`config.mk`:
```
export PLATFORM = sky130hd
export DESIGN_NAME = decimal_text_to_integer_flat
export DESIGN_NICKNAME = d
export VERILOG_FILES = /design/src/rtl/dtti_pkg.sv /design/src/rtl/dtti_if.sv /design/src/rtl/dtti_front.sv /design/src/rtl/dtti_queue.sv /design/src/rtl/dtti_back.sv /design/src/rtl/decimal_text_to_integer.sv /design/src/flat_wrapper.sv
export SDC_FILE = /design/constraint.sdc
export NUM_CORES = 1
export LEC_CHECK = 0
export BUFFER_PORTS_ARGS = -buffer_cell sky130_fd_sc_hd__buf_2
export CAP_MARGIN = 20
export CORE_UTILIZATION = 55
export DETAILED_ROUTE_END_ITERATION = 8
export PLACE_DENSITY = 0.7
export SLEW_MARGIN = 20
export SYNTH_ARGS = -nofsm -noshare
export SYNTH_HDL_FRONTEND = slang
export SYNTH_HIERARCHICAL = 1
export SYNTH_SLANG_ARGS = --single-unit
```
`constraint.sdc`:
```
create_clock -name clk_i -period 6.8 [get_ports clk_i]
set_input_delay 0.34 -clock clk_i [delete_from_list [all_inputs] [get_ports clk_i]]
set_output_delay 0.34 -clock clk_i [all_outputs]
set_load 0.02 [all_outputs]
```
`src/rtl/dtti_pkg.sv`:
```
// dtti_pkg: shared types, character codes and limit tables for the
// decimal text to integer converter. No dependencies.
`timescale 1ns / 1ps

package dtti_pkg;

  // ascii codes used by the parser
  localparam logic [7:0] ChMinus = 8'h2D;
  localparam logic [7:0] ChPlus  = 8'h2B;
  localparam logic [7:0] ChZero  = 8'h30;
  localparam logic [7:0] ChNine  = 8'h39;
  localparam logic [7:0] ChSpace = 8'h20;
  localparam logic [7:0] ChTab   = 8'h09;
  localparam logic [7:0] ChCr    = 8'h0D;

  // configuration port widths and register indexes
  localparam int unsigned CfgIdxW  = 1;
  localparam int unsigned CfgDataW = 2;
  localparam logic [CfgIdxW-1:0] CfgWidthSelect = 1'b0;
  localparam logic [CfgIdxW-1:0] CfgIsSigned    = 1'b1;

  // target width codes
  localparam logic [1:0] WSel8  = 2'd0;
  localparam logic [1:0] WSel16 = 2'd1;
  localparam logic [1:0] WSel32 = 2'd2;
  localparam logic [1:0] WSel64 = 2'd3;

  typedef enum logic [2:0] {
    CLS_NONE,
    CLS_DIGIT,
    CLS_SPACE,
    CLS_MINUS,
    CLS_PLUS,
    CLS_OTHER
  } char_class_e;

  // one classified character as held in the queue
  typedef struct packed {
    char_class_e cls;
    logic [3:0]  digit;
    logic        last;
  } cls_item_t;

  typedef struct packed {
    logic [1:0] width_sel;
    logic       signed_mode;
  } cfg_t;

  typedef struct packed {
    logic empty;
    logic full;
  } queue_stat_t;

  typedef struct packed {
    logic pop;
    logic pop_last;
  } back_stat_t;

  // magnitude limit with its quotient and remainder by ten
  typedef struct packed {
    logic [63:0] lim;
    logic [63:0] quo;
    logic [3:0]  rem;
  } lim_t;

  function automatic lim_t limit_for(logic [1:0] wsel, logic sgn, logic neg);
    lim_t l;
    l = '0;
    if (!sgn) begin
      case (wsel)
        WSel8:   l = '{64'd255, 64'd25, 4'd5};
        WSel16:  l = '{64'd65535, 64'd6553, 4'd5};
        WSel32:  l = '{64'd4294967295, 64'd429496729, 4'd5};
        default: l = '{64'd18446744073709551615, 64'd1844674407370955161, 4'd5};
      endcase
    end else if (neg) begin
      case (wsel)
        WSel8:   l = '{64'd128, 64'd12, 4'd8};
        WSel16:  l = '{64'd32768, 64'd3276, 4'd8};
        WSel32:  l = '{64'd2147483648, 64'd214748364, 4'd8};
        default: l = '{64'd9223372036854775808, 64'd922337203685477580, 4'd8};
      endcase
    end else begin
      case (wsel)
        WSel8:   l = '{64'd127, 64'd12, 4'd7};
        WSel16:  l = '{64'd32767, 64'd3276, 4'd7};
        WSel32:  l = '{64'd2147483647, 64'd214748364, 4'd7};
        default: l = '{64'd9223372036854775807, 64'd922337203685477580, 4'd7};
      endcase
    end
    return l;
  endfunction

endpackage

```
`src/rtl/dtti_if.sv`:
```
// dtti channel interfaces: character input, result output, register writes.
// Depends on dtti_pkg for the configuration port widths.
`timescale 1ns / 1ps

interface dtti_in_if;
  logic       valid;
  logic       ready;
  logic [7:0] char_code;
  logic       has_char;
  logic       last_char;
  modport source(output valid, char_code, has_char, last_char, input ready);
  modport sink(input valid, char_code, has_char, last_char, output ready);
endinterface

interface dtti_out_if;
  logic        valid;
  logic        ready;
  logic [63:0] value_bits;
  logic        is_valid;
  modport source(output valid, value_bits, is_valid, input ready);
  modport sink(input valid, value_bits, is_valid, output ready);
endinterface

interface dtti_cfg_if;
  logic                           valid;
  logic                           ready;
  logic [dtti_pkg::CfgIdxW-1:0]  index;
  logic [dtti_pkg::CfgDataW-1:0] data;
  modport source(output valid, index, data, input ready);
  modport sink(input valid, index, data, output ready);
endinterface

```
`src/rtl/dtti_front.sv`:
```
// dtti_front: classifies one incoming character into digit, whitespace,
// sign, other or none when no character is present. Depends on dtti_pkg.
`timescale 1ns / 1ps

module dtti_front (
  input  logic [7:0]          char_code_i,
  input  logic                has_char_i,
  input  logic                last_char_i,
  output dtti_pkg::cls_item_t item_o
);

  logic [7:0] digit_raw;

  assign digit_raw = char_code_i - dtti_pkg::ChZero;

  // character class and digit value
  always_comb begin
    item_o.last  = last_char_i;
    item_o.digit = digit_raw[3:0];
    if (!has_char_i) begin
      item_o.cls = dtti_pkg::CLS_NONE;
    end else if (char_code_i >= dtti_pkg::ChZero && char_code_i <= dtti_pkg::ChNine) begin
      item_o.cls = dtti_pkg::CLS_DIGIT;
    end else if (char_code_i == dtti_pkg::ChSpace ||
                 (char_code_i >= dtti_pkg::ChTab && char_code_i <= dtti_pkg::ChCr)) begin
      item_o.cls = dtti_pkg::CLS_SPACE;
    end else if (char_code_i == dtti_pkg::ChMinus) begin
      item_o.cls = dtti_pkg::CLS_MINUS;
    end else if (char_code_i == dtti_pkg::ChPlus) begin
      item_o.cls = dtti_pkg::CLS_PLUS;
    end else begin
      item_o.cls = dtti_pkg::CLS_OTHER;
    end
  end

endmodule

```
`src/rtl/dtti_queue.sv`:
```
// dtti_queue: short first-in first-out queue of classified characters
// between front and back. Depends on dtti_pkg.
`timescale 1ns / 1ps

module dtti_queue #(
  parameter int unsigned Depth = 2
) (
  input  logic                  clk_i,
  input  logic                  rst_ni,
  input  logic                  push_valid_i,
  output logic                  push_ready_o,
  input  dtti_pkg::cls_item_t   push_item_i,
  output logic                  pop_valid_o,
  input  logic                  pop_i,
  output dtti_pkg::cls_item_t   pop_item_o,
  output dtti_pkg::queue_stat_t stat_o
);

  localparam int unsigned PtrW = $clog2(Depth);
  localparam int unsigned CntW = $clog2(Depth + 1);

  dtti_pkg::cls_item_t mem_q [Depth];
  logic [PtrW-1:0]     wr_ptr_q, wr_ptr_d;
  logic [PtrW-1:0]     rd_ptr_q, rd_ptr_d;
  logic [CntW-1:0]     count_q, count_d;
  logic                full, empty, push;

  function automatic logic [PtrW-1:0] ptr_next(logic [PtrW-1:0] p);
    return (p == PtrW'(Depth - 1)) ? '0 : p + 1'b1;
  endfunction

  assign full         = (count_q == CntW'(Depth));
  assign empty        = (count_q == '0);
  assign push         = push_valid_i && !full;
  assign push_ready_o = !full;
  assign pop_valid_o  = !empty;
  assign pop_item_o   = mem_q[rd_ptr_q];
  assign stat_o       = '{empty: empty, full: full};

  // pointer and fill count update
  always_comb begin
    wr_ptr_d = push ? ptr_next(wr_ptr_q) : wr_ptr_q;
    rd_ptr_d = pop_i ? ptr_next(rd_ptr_q) : rd_ptr_q;
    count_d  = count_q;
    if (push && !pop_i) begin
      count_d = count_q + 1'b1;
    end else if (!push && pop_i) begin
      count_d = count_q - 1'b1;
    end
  end

  always_ff @(posedge clk_i or negedge rst_ni) begin
    if (!rst_ni) begin
      wr_ptr_q <= '0;
      rd_ptr_q <= '0;
      count_q  <= '0;
    end else begin
      wr_ptr_q <= wr_ptr_d;
      rd_ptr_q <= rd_ptr_d;
      count_q  <= count_d;
    end
  end

  // entry storage
  always_ff @(posedge clk_i) begin
    if (push) begin
      mem_q[wr_ptr_q] <= push_item_i;
    end
  end

endmodule

```
`src/rtl/dtti_back.sv`:
```
// dtti_back: parser state, multiply by ten with saturation, and the result
// register with output formatting. Depends on dtti_pkg.
`timescale 1ns / 1ps

module dtti_back (
  input  logic                 clk_i,
  input  logic                 rst_ni,
  input  dtti_pkg::cfg_t       cfg_i,
  input  logic                 item_valid_i,
  input  dtti_pkg::cls_item_t  item_i,
  output logic                 item_pop_o,
  output logic                 out_valid_o,
  input  logic                 out_ready_i,
  output logic [63:0]          value_bits_o,
  output logic                 is_valid_o,
  output dtti_pkg::back_stat_t stat_o
);

  logic        body_q, body_d;
  logic [63:0] acc_q, acc_d;
  logic        neg_q, neg_d;
  logic        stop_q, stop_d;
  logic        inv_q, inv_d;
  logic        seen_q, seen_d;

  logic           out_valid_q, out_valid_d;
  logic [63:0]    res_mag_q;
  logic           res_neg_q;
  logic           res_ok_q;
  dtti_pkg::cfg_t res_cfg_q;

  dtti_pkg::lim_t lim;
  logic           slot_free, pop, load;
  logic           in_body;
  logic [63:0]    acc_x10;
  logic [63:0]    signed_val;

  // pop when the item needs no result slot or the slot is free
  assign slot_free  = !out_valid_q || out_ready_i;
  assign pop        = item_valid_i && (!item_i.last || slot_free);
  assign load       = pop && item_i.last;
  assign item_pop_o = pop;
  assign stat_o     = '{pop: pop, pop_last: load};

  assign lim     = dtti_pkg::limit_for(cfg_i.width_sel, cfg_i.signed_mode, neg_q);
  assign acc_x10 = (acc_q << 3) + (acc_q << 1) + {60'd0, item_i.digit};

  // parser step for the popped character
  always_comb begin
    body_d  = body_q;
    acc_d   = acc_q;
    neg_d   = neg_q;
    stop_d  = stop_q;
    inv_d   = inv_q;
    seen_d  = seen_q;
    in_body = 1'b0;
    if (pop && item_i.cls != dtti_pkg::CLS_NONE && !stop_q) begin
      if (!body_q) begin
        body_d = 1'b1;
        case (item_i.cls)
          dtti_pkg::CLS_SPACE: begin
            body_d = 1'b0;
            inv_d  = 1'b1;
          end
          dtti_pkg::CLS_MINUS: begin
            if (cfg_i.signed_mode) begin
              neg_d = 1'b1;
            end else begin
              acc_d  = '0;
              inv_d  = 1'b1;
              stop_d = 1'b1;
            end
          end
          dtti_pkg::CLS_PLUS: begin
            body_d = 1'b1;
          end
          default: begin
            in_body = 1'b1;
          end
        endcase
      end else begin
        in_body = 1'b1;
      end
    end
    if (in_body) begin
      if (item_i.cls != dtti_pkg::CLS_DIGIT) begin
        inv_d  = 1'b1;
        stop_d = 1'b1;
      end else if (acc_q > lim.quo || (acc_q == lim.quo && item_i.digit > lim.rem)) begin
        // overflow saturates at the limit
        acc_d  = lim.lim;
        inv_d  = 1'b1;
        stop_d = 1'b1;
      end else begin
        acc_d  = acc_x10;
        seen_d = 1'b1;
      end
    end
  end

  // parser state, cleared after the last character of a text
  always_ff @(posedge clk_i or negedge rst_ni) begin
    if (!rst_ni) begin
      body_q <= 1'b0;
      acc_q  <= '0;
      neg_q  <= 1'b0;
      stop_q <= 1'b0;
      inv_q  <= 1'b0;
      seen_q <= 1'b0;
    end else if (load) begin
      body_q <= 1'b0;
      acc_q  <= '0;
      neg_q  <= 1'b0;
      stop_q <= 1'b0;
      inv_q  <= 1'b0;
      seen_q <= 1'b0;
    end else begin
      body_q <= body_d;
      acc_q  <= acc_d;
      neg_q  <= neg_d;
      stop_q <= stop_d;
      inv_q  <= inv_d;
      seen_q <= seen_d;
    end
  end

  // result register
  always_comb begin
    out_valid_d = out_valid_q;
    if (load) begin
      out_valid_d = 1'b1;
    end else if (out_ready_i) begin
      out_valid_d = 1'b0;
    end
  end

  always_ff @(posedge clk_i or negedge rst_ni) begin
    if (!rst_ni) begin
      out_valid_q <= 1'b0;
    end else begin
      out_valid_q <= out_valid_d;
    end
  end

  always_ff @(posedge clk_i) begin
    if (load) begin
      res_mag_q <= acc_d;
      res_neg_q <= neg_d;
      res_ok_q  <= !inv_d && seen_d;
      res_cfg_q <= cfg_i;
    end
  end

  // apply sign, truncate to the target width and extend
  assign signed_val = res_neg_q ? (64'd0 - res_mag_q) : res_mag_q;

  always_comb begin
    case (res_cfg_q.width_sel)
      dtti_pkg::WSel8: begin
        value_bits_o = res_cfg_q.signed_mode ? {{56{signed_val[7]}}, signed_val[7:0]}
                                             : {56'd0, signed_val[7:0]};
      end
      dtti_pkg::WSel16: begin
        value_bits_o = res_cfg_q.signed_mode ? {{48{signed_val[15]}}, signed_val[15:0]}
                                             : {48'd0, signed_val[15:0]};
      end
      dtti_pkg::WSel32: begin
        value_bits_o = res_cfg_q.signed_mode ? {{32{signed_val[31]}}, signed_val[31:0]}
                                             : {32'd0, signed_val[31:0]};
      end
      default: begin
        value_bits_o = signed_val;
      end
    endcase
  end

  assign out_valid_o = out_valid_q;
  assign is_valid_o  = res_ok_q;

endmodule

```
`src/rtl/decimal_text_to_integer.sv`:
```
// decimal_text_to_integer: top level with configuration registers, front
// classifier, queue and back parser. Depends on dtti_pkg, dtti_if, dtti_front,
// dtti_queue and dtti_back.
//
//   channel  | dir | payload                          | handshake
//   ---------+-----+----------------------------------+-------------
//   in_i     | in  | char_code, has_char, last_char   | valid/ready
//   out_o    | out | value_bits, is_valid             | valid/ready
//   cfg_i    | in  | index (0 width_select, 1 signed) | valid/ready
//
// One item is accepted per cycle while the queue has room; the back parser
// takes one queued item per cycle through its multiply-by-ten and limit
// compare, but holds a last item while the result register is busy. A
// result is registered in the queue and then in the result register.
// Reset clears queue, parser and result register; width 32 bits, signed.
// An output stall holds the result register; last items then wait in the
// queue, and the input stalls once the queue is full.
`timescale 1ns / 1ps

module decimal_text_to_integer #(
  parameter int unsigned QueueDepth = 2
) (
  input  logic       clk_i,
  input  logic       rst_ni,
  dtti_in_if.sink    in_i,
  dtti_out_if.source out_o,
  dtti_cfg_if.sink   cfg_i
);

  dtti_pkg::cfg_t        cfg_q, cfg_d;
  dtti_pkg::cls_item_t   front_item;
  dtti_pkg::cls_item_t   back_item;
  dtti_pkg::queue_stat_t q_stat;
  dtti_pkg::back_stat_t  b_stat;
  logic                  back_valid;
  logic                  back_pop;

  // configuration registers
  assign cfg_i.ready = 1'b1;

  always_comb begin
    cfg_d = cfg_q;
    if (cfg_i.valid) begin
      case (cfg_i.index)
        dtti_pkg::CfgWidthSelect: cfg_d.width_sel   = cfg_i.data[1:0];
        dtti_pkg::CfgIsSigned:    cfg_d.signed_mode = cfg_i.data[0];
        default: cfg_d = cfg_q;
      endcase
    end
  end

  always_ff @(posedge clk_i or negedge rst_ni) begin
    if (!rst_ni) begin
      cfg_q <= '{width_sel: dtti_pkg::WSel32, signed_mode: 1'b1};
    end else begin
      cfg_q <= cfg_d;
    end
  end

  // classify incoming characters
  dtti_front u_front (
    .char_code_i (in_i.char_code),
    .has_char_i  (in_i.has_char),
    .last_char_i (in_i.last_char),
    .item_o      (front_item)
  );

  dtti_queue #(
    .Depth (QueueDepth)
  ) u_queue (
    .clk_i        (clk_i),
    .rst_ni       (rst_ni),
    .push_valid_i (in_i.valid),
    .push_ready_o (in_i.ready),
    .push_item_i  (front_item),
    .pop_valid_o  (back_valid),
    .pop_i        (back_pop),
    .pop_item_o   (back_item),
    .stat_o       (q_stat)
  );

  dtti_back u_back (
    .clk_i        (clk_i),
    .rst_ni       (rst_ni),
    .cfg_i        (cfg_q),
    .item_valid_i (back_valid),
    .item_i       (back_item),
    .item_pop_o   (back_pop),
    .out_valid_o  (out_o.valid),
    .out_ready_i  (out_o.ready),
    .value_bits_o (out_o.value_bits),
    .is_valid_o   (out_o.is_valid),
    .stat_o       (b_stat)
  );

`ifndef NO_ASSERTIONS
  // the back stage never takes from an empty queue
  a_no_pop_empty: assert property (@(posedge clk_i) disable iff (!rst_ni)
    b_stat.pop |-> !q_stat.empty)
    else $error("pop from empty queue");

  // a result is only loaded into a free or draining result register
  a_no_result_overwrite: assert property (@(posedge clk_i) disable iff (!rst_ni)
    b_stat.pop_last |-> (!out_o.valid || out_o.ready))
    else $error("result register overwritten");

  // a loaded result is shown in the next cycle
  a_result_follows: assert property (@(posedge clk_i) disable iff (!rst_ni)
    b_stat.pop_last |=> out_o.valid)
    else $error("result not presented");
`endif

endmodule

```
`src/flat_wrapper.sv`:
```
// flat-port wrapper written by rule: the top's interface ports become plain ports
module decimal_text_to_integer_flat 
#(
  parameter int unsigned QueueDepth = 2
)
  (clk_i, rst_ni, in_i_valid, in_i_char_code, in_i_has_char, in_i_last_char, in_i_ready, out_o_valid, out_o_value_bits, out_o_is_valid, out_o_ready, cfg_i_valid, cfg_i_index, cfg_i_data, cfg_i_ready);
  dtti_in_if in_i_i ();
  dtti_out_if out_o_i ();
  dtti_cfg_if cfg_i_i ();
  input  logic clk_i;
  input  logic rst_ni;
  input wire logic [$bits(in_i_i.valid)-1:0] in_i_valid;
  input wire logic [$bits(in_i_i.char_code)-1:0] in_i_char_code;
  input wire logic [$bits(in_i_i.has_char)-1:0] in_i_has_char;
  input wire logic [$bits(in_i_i.last_char)-1:0] in_i_last_char;
  output wire logic [$bits(in_i_i.ready)-1:0] in_i_ready;
  output wire logic [$bits(out_o_i.valid)-1:0] out_o_valid;
  output wire logic [$bits(out_o_i.value_bits)-1:0] out_o_value_bits;
  output wire logic [$bits(out_o_i.is_valid)-1:0] out_o_is_valid;
  input wire logic [$bits(out_o_i.ready)-1:0] out_o_ready;
  input wire logic [$bits(cfg_i_i.valid)-1:0] cfg_i_valid;
  input wire logic [$bits(cfg_i_i.index)-1:0] cfg_i_index;
  input wire logic [$bits(cfg_i_i.data)-1:0] cfg_i_data;
  output wire logic [$bits(cfg_i_i.ready)-1:0] cfg_i_ready;
  assign in_i_i.valid = in_i_valid;
  assign in_i_i.char_code = in_i_char_code;
  assign in_i_i.has_char = in_i_has_char;
  assign in_i_i.last_char = in_i_last_char;
  assign in_i_ready = in_i_i.ready;
  assign out_o_valid = out_o_i.valid;
  assign out_o_value_bits = out_o_i.value_bits;
  assign out_o_is_valid = out_o_i.is_valid;
  assign out_o_i.ready = out_o_ready;
  assign cfg_i_i.valid = cfg_i_valid;
  assign cfg_i_i.index = cfg_i_index;
  assign cfg_i_i.data = cfg_i_data;
  assign cfg_i_ready = cfg_i_i.ready;
  decimal_text_to_integer #(.QueueDepth(QueueDepth)) u_core (.clk_i(clk_i), .rst_ni(rst_ni), .in_i(in_i_i), .out_o(out_o_i), .cfg_i(cfg_i_i));
endmodule
```
==> impl_metrics.yaml, run 1 <==
finish:
  finalNetCount: 1749
  fin_util_pct: 60.72
  area_delta_synth_final_pct: 7.979
  drive_gt1_share_pct: 12.32
  nFillCells: 2174
  diodes: 0
  layout_commonest_cell: "ha_1"
  mostFrequentLayoutCells: "175 x ha_1, 116 x a21oi_1, 106 x nand2_1"
  multi_input_area_sq_mm: 0.009155
  seqCellArea_sq_mm: 0.004482
  instances_no_fill: 1897
clock_tree:
  clk_pin_slew_ns: 0.07
  cts_tree: "built"
  cts.sinks: 162
  numCtsBuffers: 17
  postCtsSetupRepairBufs: 0
  clock_path_buffers: 2
  htreeDepth: 4
  clkLatencyLatePin_ns: 0.44
  cts_resized: 0
  clockRootBuffer: "clkbuf_16"
  ctsHoldBuffers: 0
floorplan:
  die_x_um: 162.5
  die_h_um: 162.5
  start_util_pct: 56.23
  rows: 58
  core_sq_mm: 0.02518
  pin_count: 86
  die_area_sq_mm: 0.02639
logic_synthesis:
  synth_cells: 1529
  synth_warnings: 6
  avgSynthCellArea_sq_um: 9.261
  netlist_area_sq_mm: 0.01416
  synth_nets: 1724
route:
  wl_per_cell_um: 20.66
  dr.first_iter.drc_count: 1216
  vias: 12204
  drtAntennaViolNets: 0
  route.detailed.drc: 0
  drt-total-wl_um: 39180
  dr.pass1.iters: 7
  viasPerCell: 6.433
flow_run:
  max_cap_viol_count: 0
outcome:
  violations: "negative hold slack"
  status: "complete, but fails checks"
sta:
  holdWs_ns: -0.05443
  setup_viol: 0
  finClkSkew_ns: 0.02256
  tightest_slew_ns: 1.081
  setup_tns_ns: 0
  post-route-period-util_pct: 73.49
  relSlewSlack_pct: 27.92
  post-route-min-period_ns: 4.997
  rsz0062_at_grt: "false"
  clock.fmax_ghz: 0.2001
  hold_violations: 71
  slew_violations: 0
power_and_ir_drop:
  power_density_mw_per_mm2: 324.0
  leakage_uw: 0.006925
  ir_worst_vdd_uv: 569.5
place:
  place.port_buffers: 84
  gp_congestion: 0.9461
  place_inst: 1865
  dp_hpwl_um: 29270
global_routing:
  grt_pass1_wl_um: 60950
  grt_pass1_vias: 11083
  grt_max_degree: 80
  antenna_found_initial: 0
  grt-ovfl-total: 0
  grt_usage_pct: 29.98
critical_path:
  endpoint_kind: "flop"
  critPathLaunchType: "flop"
  reg2reg_setup_slack_ns: 1.80
  setup.worst_path.class: "reg2reg"
  worst_ep_arrival_time_ns: 5.17
  required_ns: 6.97
  cp_max_fo: 9
min_path:
  worst_hold_path_type: "in2async"
stage by stage:
| stage | power (uW) | setup slack [ns] | cell area [sq um] |
|---|---|---|---|
| 5_1_grt | 5260 | 1.532 | 15290 |
| 4_1_cts | 4967 | 1.841 | 15290 |
| 3_5_place_dp | 3931 | 1.915 | 14660 |
| 6_report | 4954 | 1.803 | 15290 |
| 2_1_floorplan | 3286 | 2.900 | 14160 |
| 3_3_place_gp | 3890 | 2.042 | 14660 |
where the power goes:
| group | total (uW) | switching (uW) | internal (uW) |
|---|---|---|---|
| Clock | 1040 | 444 | 593 |
| Combinational | 2290 | 1510 | 785 |
| Sequential | 1620 | 273 | 1350 |
| Total | 4950 | 2230 | 2730 |
state kept, by name, indices dropped and copies added (netlist names):
name	flops
u_core/u_back/body_q	1
u_core/u_queue/rd_ptr_q	1
u_core/u_back/inv_q	1
u_core/cfg_q	3
u_core/u_back/res_neg_q	1
u_core/u_back/neg_q	1
u_core/u_back/out_valid_o	1
u_core/u_back/res_mag_q	64
u_core/u_back/acc_q	64
u_core/u_queue/mem_q	16
u_core/u_queue/wr_ptr_q	1
u_core/u_back/res_cfg_q	3
u_core/u_queue/count_q	2
u_core/u_back/seen_q	1
u_core/u_back/is_valid_o	1
u_core/u_back/stop_q	1
worst max-delay path: stages, from the launching register on:
cell      delay [ns]
dfrtp_1         0.65
mux2_4          0.25
inv_1           0.06
fa_1            0.53
inv_1           0.07
fa_1            0.47
a211oi_1        0.29
o211ai_1        0.21
a22oi_1         0.46
o21bai_1        0.17
a21oi_1         0.43
a31oi_1         0.34
a211oi_1        0.35
xnor2_1         0.10
a221o_1         0.33
final cells by class:
type,instances,share of cell area [%]
Sequential cell,162,29.31
Timing Repair Buffer,93,3.232
Multi-Input combinational cell,1247,59.88
Tap cell,330,2.700
Inverter,33,0.8101
Clock inverter,14,1.260
Clock buffer,18,2.807
per-layer routing:
metal | part of all wire, % | global-route usage (%)
met1 | 48 | 44.73
met4 | 1.6 | 8.019
met5 | 0 | 0
met3 | 8.6 | 5.373
met2 | 42 | 44.23
final timing paths:
path	start	cells after the start	endpoint
hold / removal	rst_ni	1	u_core/u_back/acc_q[45]
min in group clk_i	in_i_last_char	1	u_core/u_queue/mem_q[0][0]
setup reg to reg	u_core/u_queue/rd_ptr_q	14	u_core/u_back/res_mag_q[56]
setup / recovery	u_core/u_queue/rd_ptr_q	14	u_core/u_back/res_mag_q[56]
hold reg to reg	u_core/u_back/inv_q	1	u_core/u_back/inv_q
max in group asynchronous	rst_ni	1	u_core/cfg_q[1]
Power figures use the tool's default switching activity.
==> run 2: changes to the inputs <==
==> constraint.sdc (replaced) <==
create_clock -name clk_i -period 5.24 [get_ports clk_i]
set_input_delay 0.262 -clock clk_i [delete_from_list [all_inputs] [get_ports clk_i]]
set_output_delay 0.262 -clock clk_i [all_outputs]
set_load 0.02 [all_outputs]
==> impl_metrics.yaml, run 2 (synthesized netlist as in run 1, its figures left out) <==
min_path:
  worst_hold_path_type: "in2reg"
  min_path_cells: 1
  min_from: "in_i_last_char"
  min_to: "u_core/u_queue/mem_q[0][0]"
clock_tree:
  cts.sinks: 162
  htreeDepth: 4
  clock_path_buffers: 2
  ctsHoldBuffers: 0
  postCtsSetupRepairBufs: 0
  cts_tree: "built"
  clk_pin_slew_ns: 0.07
  clockRootBuffer: "clkbuf_16"
  cts_resized: 0
  numCtsBuffers: 17
  clkLatencyLatePin_ns: 0.44
critical_path:
  worst_ep_arrival_time_ns: 4.95
  required_ns: 5.42
  cp_max_fo: 9
  setup.worst_path.class: "reg2reg"
  max_stage_delay_ns: 0.66
  critPathLaunchType: "flop"
  r2r-start: "u_core/u_queue/rd_ptr_q"
  worst_path_max_delay_cell: "dfrtp_1"
  r2r_cells: 14
  crit_chain: "mux2_4 > inv_1 > fa_1 > inv_1 > fa_1 > a211oi_1 > o211ai_1 > a22oi_1 > o21bai_1 > a21oi_1 > a31oi_1 > a211oi_1 > xnor2_1 > a221o_1"
  endpoint_kind: "flop"
  critPathTopFamily: "compound AO/OA/AOI/OAI gates"
  crit_buf_inv: 2
  r2r_end: "u_core/u_back/res_mag_q[56]"
  reg2reg_setup_slack_ns: 0.48
route:
  vias: 12143
  wl_per_cell_um: 20.43
  route.detailed.drc: 0
  drt-total-wl_um: 39090
  viasPerCell: 6.348
  dr.first_iter.drc_count: 969
  drtAntennaViolNets: 0
  dr.pass1.iters: 5
floorplan:
  pin_count: 86
  rows: 58
  die_x_um: 162.5
  die_area_sq_mm: 0.02639
  die_h_um: 162.5
  start_util_pct: 56.23
  core_sq_mm: 0.02518
finish:
  finalNetCount: 1765
  drive_gt1_share_pct: 13.27
  area_delta_synth_final_pct: 8.554
  layout_commonest_cell: "ha_1"
  nFillCells: 2217
  top_regs: "u_core/u_back/acc_q (64), u_core/u_back/res_mag_q (64), u_core/u_queue/mem_q (16)"
  mostFrequentLayoutCells: "175 x ha_1, 116 x a21oi_1, 106 x nand2_1"
  diodes: 0
power_and_ir_drop:
  leakage_uw: 0.006980
  power_density_mw_per_mm2: 416.7
  ir_worst_vdd_uv: 390.2
sta:
  setup_tns_ns: 0
  setup_viol: 0
  post-route-min-period_ns: 4.761
  finClkSkew_ns: 0.01603
  hold_violations: 0
  clock.fmax_ghz: 0.2101
  slew_violations: 0
  post-route-period-util_pct: 90.85
  setup_ws_ns: 0.4792
  holdWs_ns: 0.009438
  relSlewSlack_pct: 35.89
  tightest_slew_ns: 0.9583
  rsz0062_at_grt: "false"
global_routing:
  grt_pass1_wl_um: 61550
  antenna_found_initial: 0
  grt_max_degree: 78
  grt_usage_pct: 30.12
  grt_pass1_vias: 11449
  grt-ovfl-total: 0
place:
  place.port_buffers: 84
  dp_hpwl_um: 30080
  gp_congestion: 0.9511
  place_ws_ns: 0.5297
flow_run:
  max_cap_viol_count: 0
outcome:
  status: "complete, no violations"
==> run 2: through the flow <==
step	utilization (%)	instance area (sq um)	total power, uW	std cells
floorplan	-	14160	4265	1529
global placement	58.68	14780	5114	1880
detailed placement	58.70	14780	5163	1880
CTS	60.99	15360	6415	1912
global route	61.04	15370	6774	1913
finish	61.04	15370	6405	1913
==> run 2: worst max path at each step <==
| stage | slack (ns) | cells after the start | startpoint | endpoint |
|---|---|---|---|---|
| 2_1_floorplan | 1.34 | 6 | u_core/u_queue/rd_ptr_q | u_core/u_back/is_valid_o |
| 3_3_place_gp | 0.68 | 14 | u_core/u_queue/rd_ptr_q | u_core/u_back/res_mag_q[56] |
| 3_5_place_dp | 0.53 | 14 | u_core/u_queue/rd_ptr_q | u_core/u_back/res_mag_q[56] |
| 4_1_cts | 0.46 | 11 | u_core/u_back/res_mag_q[10] | out_o_value_bits[63] |
| 5_1_grt | 0.19 | 15 | u_core/u_queue/rd_ptr_q | u_core/u_back/acc_q[56] |
| 6_report | 0.48 | 14 | u_core/u_queue/rd_ptr_q | u_core/u_back/res_mag_q[56] |
==> run 2: final cells by class <==
| class | instances | area, sq um | share of cell area, % |
|---|---|---|---|
| multi-input cells | 1247 | 9160 | 59.59 |
| inverters | 33 | 123.9 | 0.8059 |
| clock inverters | 14 | 136.4 | 0.8873 |
| repair buffers | 109 | 616.8 | 4.013 |
| clock buffers | 18 | 439.2 | 2.857 |
| flip-flops and latches | 162 | 4482 | 29.16 |
| well taps | 330 | 412.9 | 2.686 |
==> run 2: power breakdown <==
group	internal (uW)	leakage [uW]	switching [uW]
logic	1050	0.00482	1990
clock network	646	0.000282	610
registers	1750	0.00188	371
total	3440	0.00698	2970
==> run 2: routing by layer <==
metal  part of all wire (%)  vias to the layer above  global-route usage, %
met5                      0                        -                      0
met2                     43                      458                  45.38
met4                    1.9                        0                  8.190
met3                    7.9                       54                  5.831
li1                       -                     5824                      -
met1                     48                     5807                  43.83
